## config.mk

```make
export PLATFORM = sky130hd
export DESIGN_NAME = adc_event_word_decoder_core
export DESIGN_NICKNAME = d
export VERILOG_FILES = /design/src/hw/rtl/aewd_pkg.sv /design/src/hw/rtl/aewd_ram.sv /design/src/hw/rtl/aewd_ctrl.sv /design/src/hw/rtl/aewd_datapath.sv /design/src/hw/rtl/adc_event_word_decoder_core.sv
export SDC_FILE = /design/constraint.sdc
export NUM_CORES = 1
export LEC_CHECK = 0
export BUFFER_PORTS_ARGS = -buffer_cell sky130_fd_sc_hd__clkbuf_2
export CAP_MARGIN = 25
export CORE_MARGIN = 2
export CORE_UTILIZATION = 55
export DETAILED_ROUTE_END_ITERATION = 7
export MAX_ROUTING_LAYER = met4
export PLACE_DENSITY = 0.73
export SLEW_MARGIN = 10
export SYNTH_ARGS = -nofsm -noshare
export SYNTH_HDL_FRONTEND = slang
export SYNTH_HIERARCHICAL = 1
export SYNTH_SLANG_ARGS = --single-unit
```

## constraint.sdc

```tcl
create_clock -name clk -period 13.74 [get_ports clk]
set_input_delay 2.748 -clock clk [delete_from_list [all_inputs] [get_ports clk]]
set_output_delay 2.748 -clock clk [all_outputs]
set_load 0.02 [all_outputs]
```

## src/hw/rtl/aewd_pkg.sv

```systemverilog
package aewd_pkg;

    // Word types, taken from bits 31..30 of a readout word.
    localparam logic [1:0] TYPE_DATA   = 2'd0;
    localparam logic [1:0] TYPE_HEADER = 2'd1;
    localparam logic [1:0] TYPE_UNUSED = 2'd2;
    localparam logic [1:0] TYPE_EOE    = 2'd3;

    // Timestamp modes.
    localparam logic [1:0] MODE_COUNTER   = 2'd0;
    localparam logic [1:0] MODE_EOE_STAMP = 2'd1;
    localparam logic [1:0] MODE_IGNORE    = 2'd2;
    localparam logic [1:0] MODE_EXT_STAMP = 2'd3;

    // Result kinds.
    localparam logic [2:0] KIND_HIT         = 3'd0;
    localparam logic [2:0] KIND_BAD_HEADER  = 3'd1;
    localparam logic [2:0] KIND_BAD_DATA    = 3'd2;
    localparam logic [2:0] KIND_NO_STAMP    = 3'd3;
    localparam logic [2:0] KIND_STORE_FULL  = 3'd4;

    // Configuration register indexes.
    localparam logic [7:0] REG_TIMESTAMP_MODE = 8'd0;
    localparam logic [7:0] REG_MODULE_NUMBER  = 8'd1;

    // Word pattern constants.
    localparam logic [9:0]  HIT_TAG        = 10'd16;
    localparam logic [7:0]  HEADER_TAG     = 8'h40;
    localparam logic [15:0] EXT_STAMP_TAG  = 16'd1152;
    localparam logic [15:0] CHARGE_OVERFLOW = 16'hFFFF;
    localparam logic [63:0] STAMP_ALL_ONES = 64'hFFFF_FFFF_FFFF_FFFF;
    localparam logic [31:0] EXTRAS_HELD    = 32'hFFFF_0032;

    // Width of one held hit: channel and charge.
    localparam int HELD_W = 21;

    // What the decoded word asks of the controller.
    typedef logic [1:0] act_t;
    localparam act_t ACT_NONE    = 2'd0;
    localparam act_t ACT_SINGLE  = 2'd1;
    localparam act_t ACT_RELEASE = 2'd2;

    // Source of a record loaded into the output register.
    typedef logic [1:0] src_t;
    localparam src_t SRC_SINGLE = 2'd0;
    localparam src_t SRC_HELD   = 2'd1;
    localparam src_t SRC_TAIL   = 2'd2;

    typedef struct packed {
        logic load_word;
        logic commit;
        logic ram_rd;
        logic idx_clear;
        logic idx_inc;
        logic emit;
        src_t emit_src;
        logic emit_last;
    } ctrl_cmd_t;

    typedef struct packed {
        act_t act;
        logic out_free;
        logic idx_last;
        logic has_tail;
    } dp_stat_t;

endpackage

```

## src/hw/rtl/aewd_ram.sv

```systemverilog
module aewd_ram #(
    parameter int WIDTH = 21,
    parameter int DEPTH = 32
) (
    input  logic                                        clk,
    input  logic                                        wr_en,
    input  logic [((DEPTH > 1) ? $clog2(DEPTH) : 1)-1:0] wr_addr,
    input  logic [WIDTH-1:0]                            wr_data,
    input  logic                                        rd_en,
    input  logic [((DEPTH > 1) ? $clog2(DEPTH) : 1)-1:0] rd_addr,
    output logic [WIDTH-1:0]                            rd_data
);

    logic [WIDTH-1:0] mem [DEPTH];

    always_ff @(posedge clk)
    begin
        if (wr_en)
        begin
            mem[wr_addr] <= wr_data;
        end
        if (rd_en)
        begin
            rd_data <= mem[rd_addr];
        end
    end

endmodule

```

## src/hw/rtl/aewd_ctrl.sv

```systemverilog
module aewd_ctrl (
    input  logic                 clk,
    input  logic                 rst_n,
    input  logic                 in_valid,
    output logic                 in_stall,
    input  aewd_pkg::dp_stat_t   stat,
    output aewd_pkg::ctrl_cmd_t  cmd
);

    import aewd_pkg::*;

    localparam logic [2:0] S_IDLE = 3'd0;
    localparam logic [2:0] S_DEC  = 3'd1;
    localparam logic [2:0] S_RD   = 3'd2;
    localparam logic [2:0] S_EMIT = 3'd3;
    localparam logic [2:0] S_TAIL = 3'd4;

    logic [2:0] state_reg;
    logic [2:0] state_next;

    assign in_stall = (state_reg != S_IDLE);

    always_comb
    begin
        cmd        = '0;
        cmd.emit_src = SRC_SINGLE;
        state_next = state_reg;
        unique case (state_reg)
            S_IDLE:
            begin
                if (in_valid)
                begin
                    cmd.load_word = 1'b1;
                    state_next    = S_DEC;
                end
            end
            S_DEC:
            begin
                unique case (stat.act)
                    ACT_SINGLE:
                    begin
                        if (stat.out_free)
                        begin
                            cmd.commit    = 1'b1;
                            cmd.emit      = 1'b1;
                            cmd.emit_src  = SRC_SINGLE;
                            cmd.emit_last = 1'b1;
                            state_next    = S_IDLE;
                        end
                    end
                    ACT_RELEASE:
                    begin
                        cmd.commit    = 1'b1;
                        cmd.idx_clear = 1'b1;
                        state_next    = S_RD;
                    end
                    default:
                    begin
                        cmd.commit = 1'b1;
                        state_next = S_IDLE;
                    end
                endcase
            end
            S_RD:
            begin
                cmd.ram_rd = 1'b1;
                state_next = S_EMIT;
            end
            S_EMIT:
            begin
                if (stat.out_free)
                begin
                    cmd.emit      = 1'b1;
                    cmd.emit_src  = SRC_HELD;
                    cmd.emit_last = stat.idx_last && !stat.has_tail;
                    if (!stat.idx_last)
                    begin
                        cmd.idx_inc = 1'b1;
                        state_next  = S_RD;
                    end
                    else if (stat.has_tail)
                    begin
                        state_next = S_TAIL;
                    end
                    else
                    begin
                        state_next = S_IDLE;
                    end
                end
            end
            S_TAIL:
            begin
                if (stat.out_free)
                begin
                    cmd.emit      = 1'b1;
                    cmd.emit_src  = SRC_TAIL;
                    cmd.emit_last = 1'b1;
                    state_next    = S_IDLE;
                end
            end
            default:
            begin
                state_next = S_IDLE;
            end
        endcase
    end

    always_ff @(posedge clk or negedge rst_n)
    begin
        if (!rst_n)
        begin
            state_reg <= S_IDLE;
        end
        else
        begin
            state_reg <= state_next;
        end
    end

endmodule

```

## src/hw/rtl/aewd_datapath.sv

```systemverilog
module aewd_datapath #(
    parameter int HIT_STORE_DEPTH = 32
) (
    input  logic                 clk,
    input  logic                 rst_n,
    input  logic                 cfg_write,
    input  logic [7:0]           cfg_index,
    input  logic [7:0]           cfg_data,
    input  logic [31:0]          data_word,
    input  aewd_pkg::ctrl_cmd_t  cmd,
    output aewd_pkg::dp_stat_t   stat,
    input  logic                 out_stall,
    output logic                 out_valid,
    output logic [2:0]           kind,
    output logic [7:0]           module_id,
    output logic [4:0]           channel,
    output logic [15:0]          charge,
    output logic [63:0]          time_stamp,
    output logic [31:0]          extras_word,
    output logic [13:0]          mean_value,
    output logic                 last
);

    import aewd_pkg::*;

    localparam int CNT_W = $clog2(HIT_STORE_DEPTH + 1);
    localparam int AW    = (HIT_STORE_DEPTH > 1) ? $clog2(HIT_STORE_DEPTH) : 1;

    // Configuration.
    logic [1:0]  mode_reg;
    logic [7:0]  module_reg;

    // Block state.
    logic [31:0]      word_reg;
    logic [63:0]      event_count_reg;
    logic [13:0]      mean_reg;
    logic [13:0]      mean_next;
    logic [CNT_W-1:0] held_count_reg;
    logic [15:0]      stamp_high_reg;
    logic             stamp_valid_reg;

    // Release bookkeeping.
    logic [CNT_W-1:0] rel_count_reg;
    logic [CNT_W-1:0] idx_reg;
    logic             tail_reg;
    logic [2:0]       tail_kind_reg;
    logic [63:0]      rel_ts_reg;

    // Output register.
    logic             out_valid_reg;

    // Decode.
    logic [1:0]  wtype;
    logic        is_hit;
    logic        hdr_ok;
    logic        is_ext;
    logic        is_zero;
    logic        held_full;
    logic [13:0] amp;
    logic [4:0]  hit_channel;
    logic [15:0] hit_charge;
    logic [14:0] mean_sum;
    act_t        act;
    logic [2:0]  sgl_kind;
    logic        sgl_hit;
    logic        tail_flag;
    logic [2:0]  tail_kind;
    logic [63:0] rel_ts;
    logic        store_wr;
    logic [HELD_W-1:0] ram_rd_data;

    assign wtype       = word_reg[31:30];
    assign is_hit      = (word_reg[31:22] == HIT_TAG);
    assign hdr_ok      = (word_reg[31:24] == HEADER_TAG);
    assign is_ext      = (word_reg[31:16] == EXT_STAMP_TAG);
    assign is_zero     = (word_reg == 32'd0);
    assign held_full   = (held_count_reg == CNT_W'(HIT_STORE_DEPTH));
    assign amp         = word_reg[13:0];
    assign hit_channel = word_reg[20:16];
    assign hit_charge  = word_reg[14] ? CHARGE_OVERFLOW : {2'b00, amp};
    assign mean_sum    = {1'b0, mean_reg} + {1'b0, amp};
    assign mean_next   = (mean_reg == 14'd0) ? amp : mean_sum[14:1];

    always_comb
    begin
        act       = ACT_NONE;
        sgl_kind  = KIND_HIT;
        sgl_hit   = 1'b0;
        tail_flag = 1'b0;
        tail_kind = KIND_BAD_HEADER;
        rel_ts    = STAMP_ALL_ONES;
        unique case (mode_reg)
            MODE_COUNTER:
            begin
                unique case (wtype)
                    TYPE_HEADER:
                    begin
                        if (!hdr_ok)
                        begin
                            act      = ACT_SINGLE;
                            sgl_kind = KIND_BAD_HEADER;
                        end
                    end
                    TYPE_DATA:
                    begin
                        if (is_hit)
                        begin
                            act      = ACT_SINGLE;
                            sgl_kind = KIND_HIT;
                            sgl_hit  = 1'b1;
                        end
                        else if (!is_zero)
                        begin
                            act      = ACT_SINGLE;
                            sgl_kind = KIND_BAD_DATA;
                        end
                    end
                    default:
                    begin
                        act = ACT_NONE;
                    end
                endcase
            end
            MODE_EOE_STAMP, MODE_EXT_STAMP:
            begin
                unique case (wtype)
                    TYPE_HEADER:
                    begin
                        act       = ACT_RELEASE;
                        tail_flag = !hdr_ok;
                        tail_kind = KIND_BAD_HEADER;
                    end
                    TYPE_DATA:
                    begin
                        if (is_hit)
                        begin
                            if (held_full)
                            begin
                                act      = ACT_SINGLE;
                                sgl_kind = KIND_STORE_FULL;
                            end
                        end
                        else if (is_ext && (mode_reg == MODE_EXT_STAMP))
                        begin
                            act = ACT_NONE;
                        end
                        else if (!is_zero)
                        begin
                            act      = ACT_SINGLE;
                            sgl_kind = KIND_BAD_DATA;
                        end
                    end
                    TYPE_EOE:
                    begin
                        act = ACT_RELEASE;
                        if (mode_reg == MODE_EOE_STAMP)
                        begin
                            rel_ts = {34'd0, word_reg[29:0]};
                        end
                        else if (stamp_valid_reg)
                        begin
                            // The high part sits above the 30 low bits, so no add is needed.
                            rel_ts = {18'd0, stamp_high_reg, word_reg[29:0]};
                        end
                        else
                        begin
                            tail_flag = 1'b1;
                            tail_kind = KIND_NO_STAMP;
                        end
                    end
                    default:
                    begin
                        act = ACT_NONE;
                    end
                endcase
            end
            default:
            begin
                act = ACT_NONE;
            end
        endcase

        // With nothing held, a release reduces to its trailing error record, if any.
        if ((act == ACT_RELEASE) && (held_count_reg == '0))
        begin
            act      = tail_flag ? ACT_SINGLE : ACT_NONE;
            sgl_kind = tail_kind;
        end
    end

    assign store_wr = cmd.commit && (mode_reg != MODE_COUNTER) && (mode_reg != MODE_IGNORE)
                      && (wtype == TYPE_DATA) && is_hit && !held_full;

    assign stat.act      = act;
    assign stat.out_free = !out_valid_reg || !out_stall;
    assign stat.idx_last = ((idx_reg + CNT_W'(1)) == rel_count_reg);
    assign stat.has_tail = tail_reg;

    aewd_ram #(
        .WIDTH (HELD_W),
        .DEPTH (HIT_STORE_DEPTH)
    ) u_store (
        .clk     (clk),
        .wr_en   (store_wr),
        .wr_addr (held_count_reg[AW-1:0]),
        .wr_data ({hit_channel, hit_charge}),
        .rd_en   (cmd.ram_rd),
        .rd_addr (idx_reg[AW-1:0]),
        .rd_data (ram_rd_data)
    );

    always_ff @(posedge clk or negedge rst_n)
    begin
        if (!rst_n)
        begin
            mode_reg        <= MODE_COUNTER;
            module_reg      <= 8'd0;
            event_count_reg <= 64'd0;
            mean_reg        <= 14'd0;
            held_count_reg  <= '0;
            stamp_high_reg  <= 16'd0;
            stamp_valid_reg <= 1'b0;
            rel_count_reg   <= '0;
            tail_reg        <= 1'b0;
            idx_reg         <= '0;
            out_valid_reg   <= 1'b0;
        end
        else
        begin
            if (cfg_write)
            begin
                if (cfg_index == REG_TIMESTAMP_MODE)
                begin
                    mode_reg <= cfg_data[1:0];
                end
                else if (cfg_index == REG_MODULE_NUMBER)
                begin
                    module_reg <= cfg_data;
                end
            end

            if (cmd.commit)
            begin
                unique case (mode_reg)
                    MODE_COUNTER:
                    begin
                        if ((wtype == TYPE_DATA) && is_hit)
                        begin
                            mean_reg <= mean_next;
                        end
                        if (wtype == TYPE_EOE)
                        begin
                            event_count_reg <= event_count_reg + 64'd1;
                        end
                    end
                    MODE_EOE_STAMP, MODE_EXT_STAMP:
                    begin
                        if ((wtype == TYPE_HEADER) || (wtype == TYPE_EOE))
                        begin
                            rel_count_reg  <= held_count_reg;
                            held_count_reg <= '0;
                            tail_reg       <= tail_flag;
                        end
                        if (wtype == TYPE_HEADER)
                        begin
                            stamp_high_reg  <= 16'd0;
                            stamp_valid_reg <= 1'b0;
                        end
                        if (store_wr)
                        begin
                            held_count_reg <= held_count_reg + CNT_W'(1);
                        end
                        if ((wtype == TYPE_DATA) && !is_hit && is_ext
                            && (mode_reg == MODE_EXT_STAMP))
                        begin
                            stamp_high_reg  <= word_reg[15:0];
                            stamp_valid_reg <= 1'b1;
                        end
                    end
                    default:
                    begin
                    end
                endcase
            end

            if (cmd.idx_clear)
            begin
                idx_reg <= '0;
            end
            else if (cmd.idx_inc)
            begin
                idx_reg <= idx_reg + CNT_W'(1);
            end

            if (cmd.emit)
            begin
                out_valid_reg <= 1'b1;
            end
            else if (!out_stall)
            begin
                out_valid_reg <= 1'b0;
            end
        end
    end

    always_ff @(posedge clk)
    begin
        if (cmd.load_word)
        begin
            word_reg <= data_word;
        end

        if (cmd.commit)
        begin
            tail_kind_reg <= tail_kind;
            rel_ts_reg    <= rel_ts;
        end

        if (cmd.emit)
        begin
            module_id <= module_reg;
            last      <= cmd.emit_last;
            unique case (cmd.emit_src)
                SRC_HELD:
                begin
                    kind        <= KIND_HIT;
                    channel     <= ram_rd_data[20:16];
                    charge      <= ram_rd_data[15:0];
                    time_stamp  <= rel_ts_reg;
                    extras_word <= EXTRAS_HELD;
                    mean_value  <= mean_reg;
                end
                SRC_TAIL:
                begin
                    kind        <= tail_kind_reg;
                    channel     <= 5'd0;
                    charge      <= 16'd0;
                    time_stamp  <= 64'd0;
                    extras_word <= 32'd0;
                    mean_value  <= 14'd0;
                end
                default:
                begin
                    kind        <= sgl_kind;
                    channel     <= sgl_hit ? hit_channel : 5'd0;
                    charge      <= sgl_hit ? hit_charge : 16'd0;
                    time_stamp  <= sgl_hit ? event_count_reg : 64'd0;
                    extras_word <= 32'd0;
                    mean_value  <= sgl_hit ? mean_next : 14'd0;
                end
            endcase
        end
    end

    assign out_valid = out_valid_reg;

endmodule

```

## src/hw/rtl/adc_event_word_decoder_core.sv

```systemverilog
// Decodes readout words of a 32-channel ADC module into hit and error records. A word
// is taken, then decoded in the next cycle, and no new word is taken until the block
// is through with it. A header or end-of-event word in modes 1 and 3 releases the held
// hits, then an error record when one trails them: each held hit takes a registered
// read of the hit store and then a load of the single output register, which waits
// while the output is stalled. A finished record waits in the output register while
// the next word is accepted. The hit store needs no clearing after reset; a fill count
// tracks which entries hold hits. Configuration writes are always ready and must be
// issued while no word is in progress.
module adc_event_word_decoder_core #(
    parameter int HIT_STORE_DEPTH = 32
) (
    input  logic        clk,
    input  logic        rst_n,
    input  logic        cfg_valid,
    output logic        cfg_ready,
    input  logic [7:0]  cfg_index,
    input  logic [7:0]  cfg_data,
    input  logic        in_valid,
    output logic        in_stall,
    input  logic [31:0] data_word,
    output logic        out_valid,
    input  logic        out_stall,
    output logic [2:0]  kind,
    output logic [7:0]  module_id,
    output logic [4:0]  channel,
    output logic [15:0] charge,
    output logic [63:0] time_stamp,
    output logic [31:0] extras_word,
    output logic [13:0] mean_value,
    output logic        last
);

    import aewd_pkg::*;

    ctrl_cmd_t cmd;
    dp_stat_t  stat;

    assign cfg_ready = 1'b1;

    aewd_ctrl u_ctrl (
        .clk      (clk),
        .rst_n    (rst_n),
        .in_valid (in_valid),
        .in_stall (in_stall),
        .stat     (stat),
        .cmd      (cmd)
    );

    aewd_datapath #(
        .HIT_STORE_DEPTH (HIT_STORE_DEPTH)
    ) u_datapath (
        .clk         (clk),
        .rst_n       (rst_n),
        .cfg_write   (cfg_valid && cfg_ready),
        .cfg_index   (cfg_index),
        .cfg_data    (cfg_data),
        .data_word   (data_word),
        .cmd         (cmd),
        .stat        (stat),
        .out_stall   (out_stall),
        .out_valid   (out_valid),
        .kind        (kind),
        .module_id   (module_id),
        .channel     (channel),
        .charge      (charge),
        .time_stamp  (time_stamp),
        .extras_word (extras_word),
        .mean_value  (mean_value),
        .last        (last)
    );

    // An accepted word keeps the block busy for at least its decode cycle.
    a_busy_after_accept: assert property (@(posedge clk) disable iff (!rst_n)
        (in_valid && !in_stall) |=> in_stall)
        else $error("input accepted again right after a beat");

    // A record is loaded only when the output register is empty or being drained.
    a_emit_into_free: assert property (@(posedge clk) disable iff (!rst_n)
        cmd.emit |-> stat.out_free)
        else $error("record loaded over a stalled output beat");

    // The decode cycle never overlaps with taking a new word.
    a_no_load_while_busy: assert property (@(posedge clk) disable iff (!rst_n)
        (cmd.commit || cmd.emit || cmd.ram_rd) |-> !cmd.load_word)
        else $error("new word loaded while a word is still in progress");

endmodule
```

==> Yosys cells after proc, flatten, opt, wreduce, memory -nomap -nowiden <==
Memory sizes are Yosys's and may differ from the RTL's. A register that Yosys moved wholly into a read port is not among the register bits.
Cells that the tools add are included.
{ "totals": {"ff_bits": 370, "ramBits": 672, "output_inout_bits": 146, "word_cells": 175, "n_memories": 1} }
{ "memory_table": {"columns": ["memory", "depth", "width", "read_ports", "rd_clocked_by_memory_dff", "wr", "line_no", "rtl"], "rows": [
  ["u_datapath.u_store.mem", 32, 21, 1, 1, 1, "aewd_ram.sv:14", "logic [WIDTH-1:0] mem [DEPTH];"]
]} }
{ "classes": {"add_sub_neg": 4, "eq_ne": 23, "n_mux": 80, "n_bitwise": 1, "n_reduce_logical": 43} }
{ "op_table": {"columns": ["operator", "n"], "rows": [
  ["$mux 64", 3],
  ["$pmux 64 s2", 1],
  ["$add 64x1->64 const B", 1],
  ["$mux 16", 4],
  ["$mux 3", 13],
  ["$logic_not 32->1", 1],
  ["$mux 32", 1],
  ["$pmux 16 s2", 1],
  ["$mux 1", 28],
  ["$mux 14", 2],
  ["$pmux 14 s2", 1],
  ["$mux 6", 4],
  ["$pmux 3 s2", 4],
  ["$reduce_and 3->1", 6],
  ["$eq 16x11->1 const B", 1],
  ["$add 14x14->15", 1],
  ["$pmux 3 s5", 1],
  ["$logic_not 14->1", 1],
  ["$add 6x1->6 const B", 2],
  ["$logic_and 1x1->1", 12],
  ["$mux 2", 6],
  ["$mux 4", 3],
  ["$pmux 2 s2", 3],
  ["$pmux 4 s3", 1],
  ["other kinds (26)", 50]
]} }

==> Longest topological paths before layout <==
{ "depth": {"depth_word": 19, "ltp_mapped": 16, "mapped_depth_nobuf": 15} }

==> Cells and area by module <==
Netlist, hierarchy kept.
{ "modules_own_cells": {"columns": ["module", "n_inst", "cells_each", "area_per_inst_um2"], "rows": [
  ["aewd_ram", 1, 1481, 26962.1],
  ["aewd_datapath", 1, 1148, 14188.6],
  ["aewd_ctrl", 1, 38, 309.0],
  ["adc_event_word_decoder_core", 1, 2, 11.3]
]} }

==> Worst setup path before layout <==
Ideal clock, no wire load.
{ "synth_path": {"path_kind": "input to register", "from": "input out_stall", "to": "register u_datapath.channel[0] (enable)", "setup_ns": 0.756, "t_arrival_ns": 11.073, "required_ns": 12.984, "slack_ns": 1.912, "stages": 2, "cell_sequence": "nand2_1 a21boi_0"} }
{ "synth_rtl": {"columns": ["item", "line_no", "rtl"], "rows": [
  ["start, declared", "adc_event_word_decoder_core.sv:23", "input logic out_stall,"],
  ["end signal, assigned", "aewd_datapath.sv:327", "channel <= ram_rd_data[20:16];"],
  ["end signal, assigned", "aewd_datapath.sv:345", "channel <= sgl_hit ? hit_channel : 5'd0;"],
  ["end, declared", "aewd_datapath.sv:16", "output logic [4:0] channel,"]
]} }

==> impl_metrics.csv <==
group,metric,value,unit
timing,setup_viol,0,
finish,layout-drive-gt1-share,0.166,
global_route,met2_usage,0.425,
yosys,synth-edff-count,885,
detailed_routing,drt_pass1_iterations,5,
run_status,status,"finished clean",
timing,rsz0062_at_grt,"false",
cts,cts.clk_slew.worst_paths,0.06,ns
detailed_routing,drc,0,
floorplan,io_pins,199,
yosys,ys_types,70,
placement,place_hpwl,62.6,mm
yosys,ys_ff_latch,1013,
global_route,grt-ovfl-total,0,
cts,ctsHoldBuffers,0,
cts,post_cts_buffers,0,
floorplan,start_util,0.556,
finish,finalInstanceArea,46600,µm²
power_and_ir_drop,power.density,164,nW/µm²
cts,clkSinkCount,1013,
detailed_routing,routedWlPerCell,25.6,µm
yosys,yosysTopAreaCellShare,0.641,
worst_setup_path,setup.worst_path.start,"out_stall",
finish,final_util,0.625,
timing,fmax,147,MHz
yosys,netlist_instances,2669,
detailed_routing,drt-vias-per-instance,6.12,
worst_setup_path,end_kind,"flip-flop",
detailed_routing,drtIter0Drc,2849,
placement,dpl_cell_area,43100,µm²
global_route,use_met1,0.339,
floorplan,die-width,279,µm
cts,insertion_delay,0.66,ns
floorplan,row_count,100,
yosys,yosys-top-cells-area,"edfxtp_1 (64%), mux2i_1 (8.3%), dfrtp_1 (7.7%)",
yosys,syn_area,41500,µm²
finish,syn_to_final_growth,12.5,%
worst_setup_path,cp_data_arrival_time,7.16,ns
global_route,grt_pass1_vias,23353,
timing,timing.hold.ws,0.441,ns
yosys,async_flop_share,0.126,
timing,layout_min_cycle_time,6.81,ns
global_route,antenna_found_initial,2,
power_and_ir_drop,ir_drop,119,µV
cts,cts_root_buf,"clkbuf_16",
cts,numCtsBuffers,100,
cts,cts_htree_levels,3,
yosys,ys_seq_area_frac,0.718,
global_route,grt_usage,0.264,
hold_path,hold_start,"u_datapath/module_reg[7]$_DFFE_PN0P_",
finish,nets,2933,
timing,clock-skew-final,0.0227,ns
detailed_routing,routed_wirelength,100,mm
floorplan,core_area,74600,µm²
global_route,busiest_layer,"met2",
worst_setup_path,path_class,"in2reg",
placement,place_congestion,0.961,
finish,largest_reg_flops,672,
worst_setup_path,crit_fanout,54,
cts,cts_resized,0,
global_route,grt_max_degree,136,
timing,worst_slew_pin_slew,1.13,ns
timing,final_hold_viol_count,0,
timing,period_share,0.495,
floorplan,die_area,77600,µm²
worst_setup_path,cp.required,14.10,ns
global_route,grt_use_met3,0.0401,
finish,num-fill-cells,5311,
yosys,yosys.area.top_type,"edfxtp_1",
power_and_ir_drop,p_leak,16.2,nW
timing,finalSetupTns,0,ns
cts,clk_path_buf_depth,3,
worst_setup_path,crit_path_start_kind,"primary input",
global_route,grt_pass1_wl,148,mm
cts,cts_tree,"yes",
run,max_cap_viol_count,0,
worst_setup_path,worstReg2RegStart,"u_datapath/word_reg[25]$_DFFE_PP_",
timing,slew_headroom,0.245,
yosys,ys_warn_count,6,
detailed_routing,vias,23939,
hold_path,min_path_type,"reg2reg",
detailed_routing,ant_nets,0,
floorplan,fp.dieH,279,µm
yosys,postSynthAreaPerCell,15.5,µm²
placement,port_buffers,184,
timing,slew_viol_final,0,
yosys,synthFlopType,"edfxtp_1",
logic make-up after synthesis:
| group | count (synthesis) | share of synthesized area |
|---|---|---|
| AO/OA/AOI/OAI | 377 | 0.0650 |
| XOR/XNOR | 83 | 0.0175 |
| adder cells (fa/ha/maj) | 22 | 0.00682 |
| buffers and inverters | 195 | 0.0278 |
| flip-flops | 1013 | 0.718 |
| multiplexers | 362 | 0.0879 |
| other | 2 | 0.000181 |
| AND/OR/NAND/NOR | 615 | 0.0767 |
through the flow:
step | instances | total power [mW] | setup slack, ns
after floorplan | 2681 | 4.71 | 1.91
after global placement | 3691 | 5.02 | 6.55
after detailed placement | 3698 | 5.06 | 6.35
after CTS | 3884 | 7.67 | 7.03
after global routing | 3912 | 7.90 | 6.68
final | 3913 | 7.65 | 6.93
Yosys cell counts (39+ instances only):
| cell type | instances |
|---|---|
| xnor2_1 | 55 |
| edfxtp_1 | 885 |
| mux2i_1 | 343 |
| clkbuf_1 | 73 |
| a22oi_1 | 84 |
| dfrtp_1 | 128 |
| nor2_1 | 98 |
| nand4_1 | 44 |
| nand2_1 | 192 |
| buf_4 | 43 |
| nand2b_1 | 39 |
| a21oi_1 | 74 |
| nand3_1 | 97 |
| a22o_1 | 114 |
critical path, cell delays in order:
cell      delay, ns
clkbuf_2       0.09
nand2_1        0.21
nor2b_1        0.09
nor3_2         0.12
buf_4          0.55
nand2_1        0.30
nor3b_1        0.90
nand3_1        0.91
nor2_2         0.96
buf_6          0.26
layout by cell type, fill, tap and decap left out, types with 8 or more instances in the layout:
cell type  netlist  layout
edfxtp_1       885     885
mux2i_1        343     343
nand2_1        192     192
clkbuf_2         0     183
dfrtp_1        128     127
a22o_1         114     114
clkbuf_16        0     101
nand3_1         97      97
a22oi_1         84      84
a21oi_1         74      74
nor2_1          98      65
xnor2_1         55      55
nand4_1         44      44
nand2b_1        39      39
nor3_1          37      36
nor2_2           1      32
o21ai_0         28      28
xor2_1          28      28
a31oi_1         26      26
buf_8            3      26
buf_4           43      26
inv_1           25      25
a21o_1          24      24
clkinv_1         0      23
clkbuf_1        73      22
clkinv_2         0      21
ha_1            21      21
mux2_2          19      19
nor4_1          18      18
or2_2           15      15
conb_1           2      14
and3_1           9       8
power breakdown:
part           internal (mW)  total, mW  switching, mW
clock network           1.50       2.63           1.13
registers               3.58       3.68          0.100
logic                  0.442       1.33          0.892
total                   5.52       7.65           2.13
layer usage:
metal | share of wire | wire (µm)
met3 | 0.072 | 7200
met2 | 0.50 | 49800
met4 | 0.042 | 4260
met1 | 0.39 | 39000
met5 | 0 | 0
layout make-up:
class,instances,area [µm²],share of cell area
clock buffers,125,2640,0.0566
well taps,969,1210,0.0260
repair buffers,245,1640,0.0352
diodes,2,5.00,0.000107
flip-flops and latches,1013,29800,0.639
inverters,25,93.8,0.00201
multi-input cells,1473,10700,0.230
clock inverters,61,537,0.0115
final timing paths:
kind,endpoint,slack (ns),depth (start not counted)
min,u_datapath/module_id[7]$_DFFE_PP_,0.44,0
max,u_datapath/u_store/mem[19][10]$_DFFE_PP_,6.93,10
max reg2reg,u_datapath/u_store/mem[19][10]$_DFFE_PP_,7.19,15
max in group asynchronous,u_datapath/mean_reg[2]$_DFFE_PN0P_,10.26,2
min in group asynchronous,u_datapath/module_reg[6]$_DFFE_PN0P_,2.08,1
min reg2reg,u_datapath/module_id[7]$_DFFE_PP_,0.44,0
(Power assumes the default switching activity.)
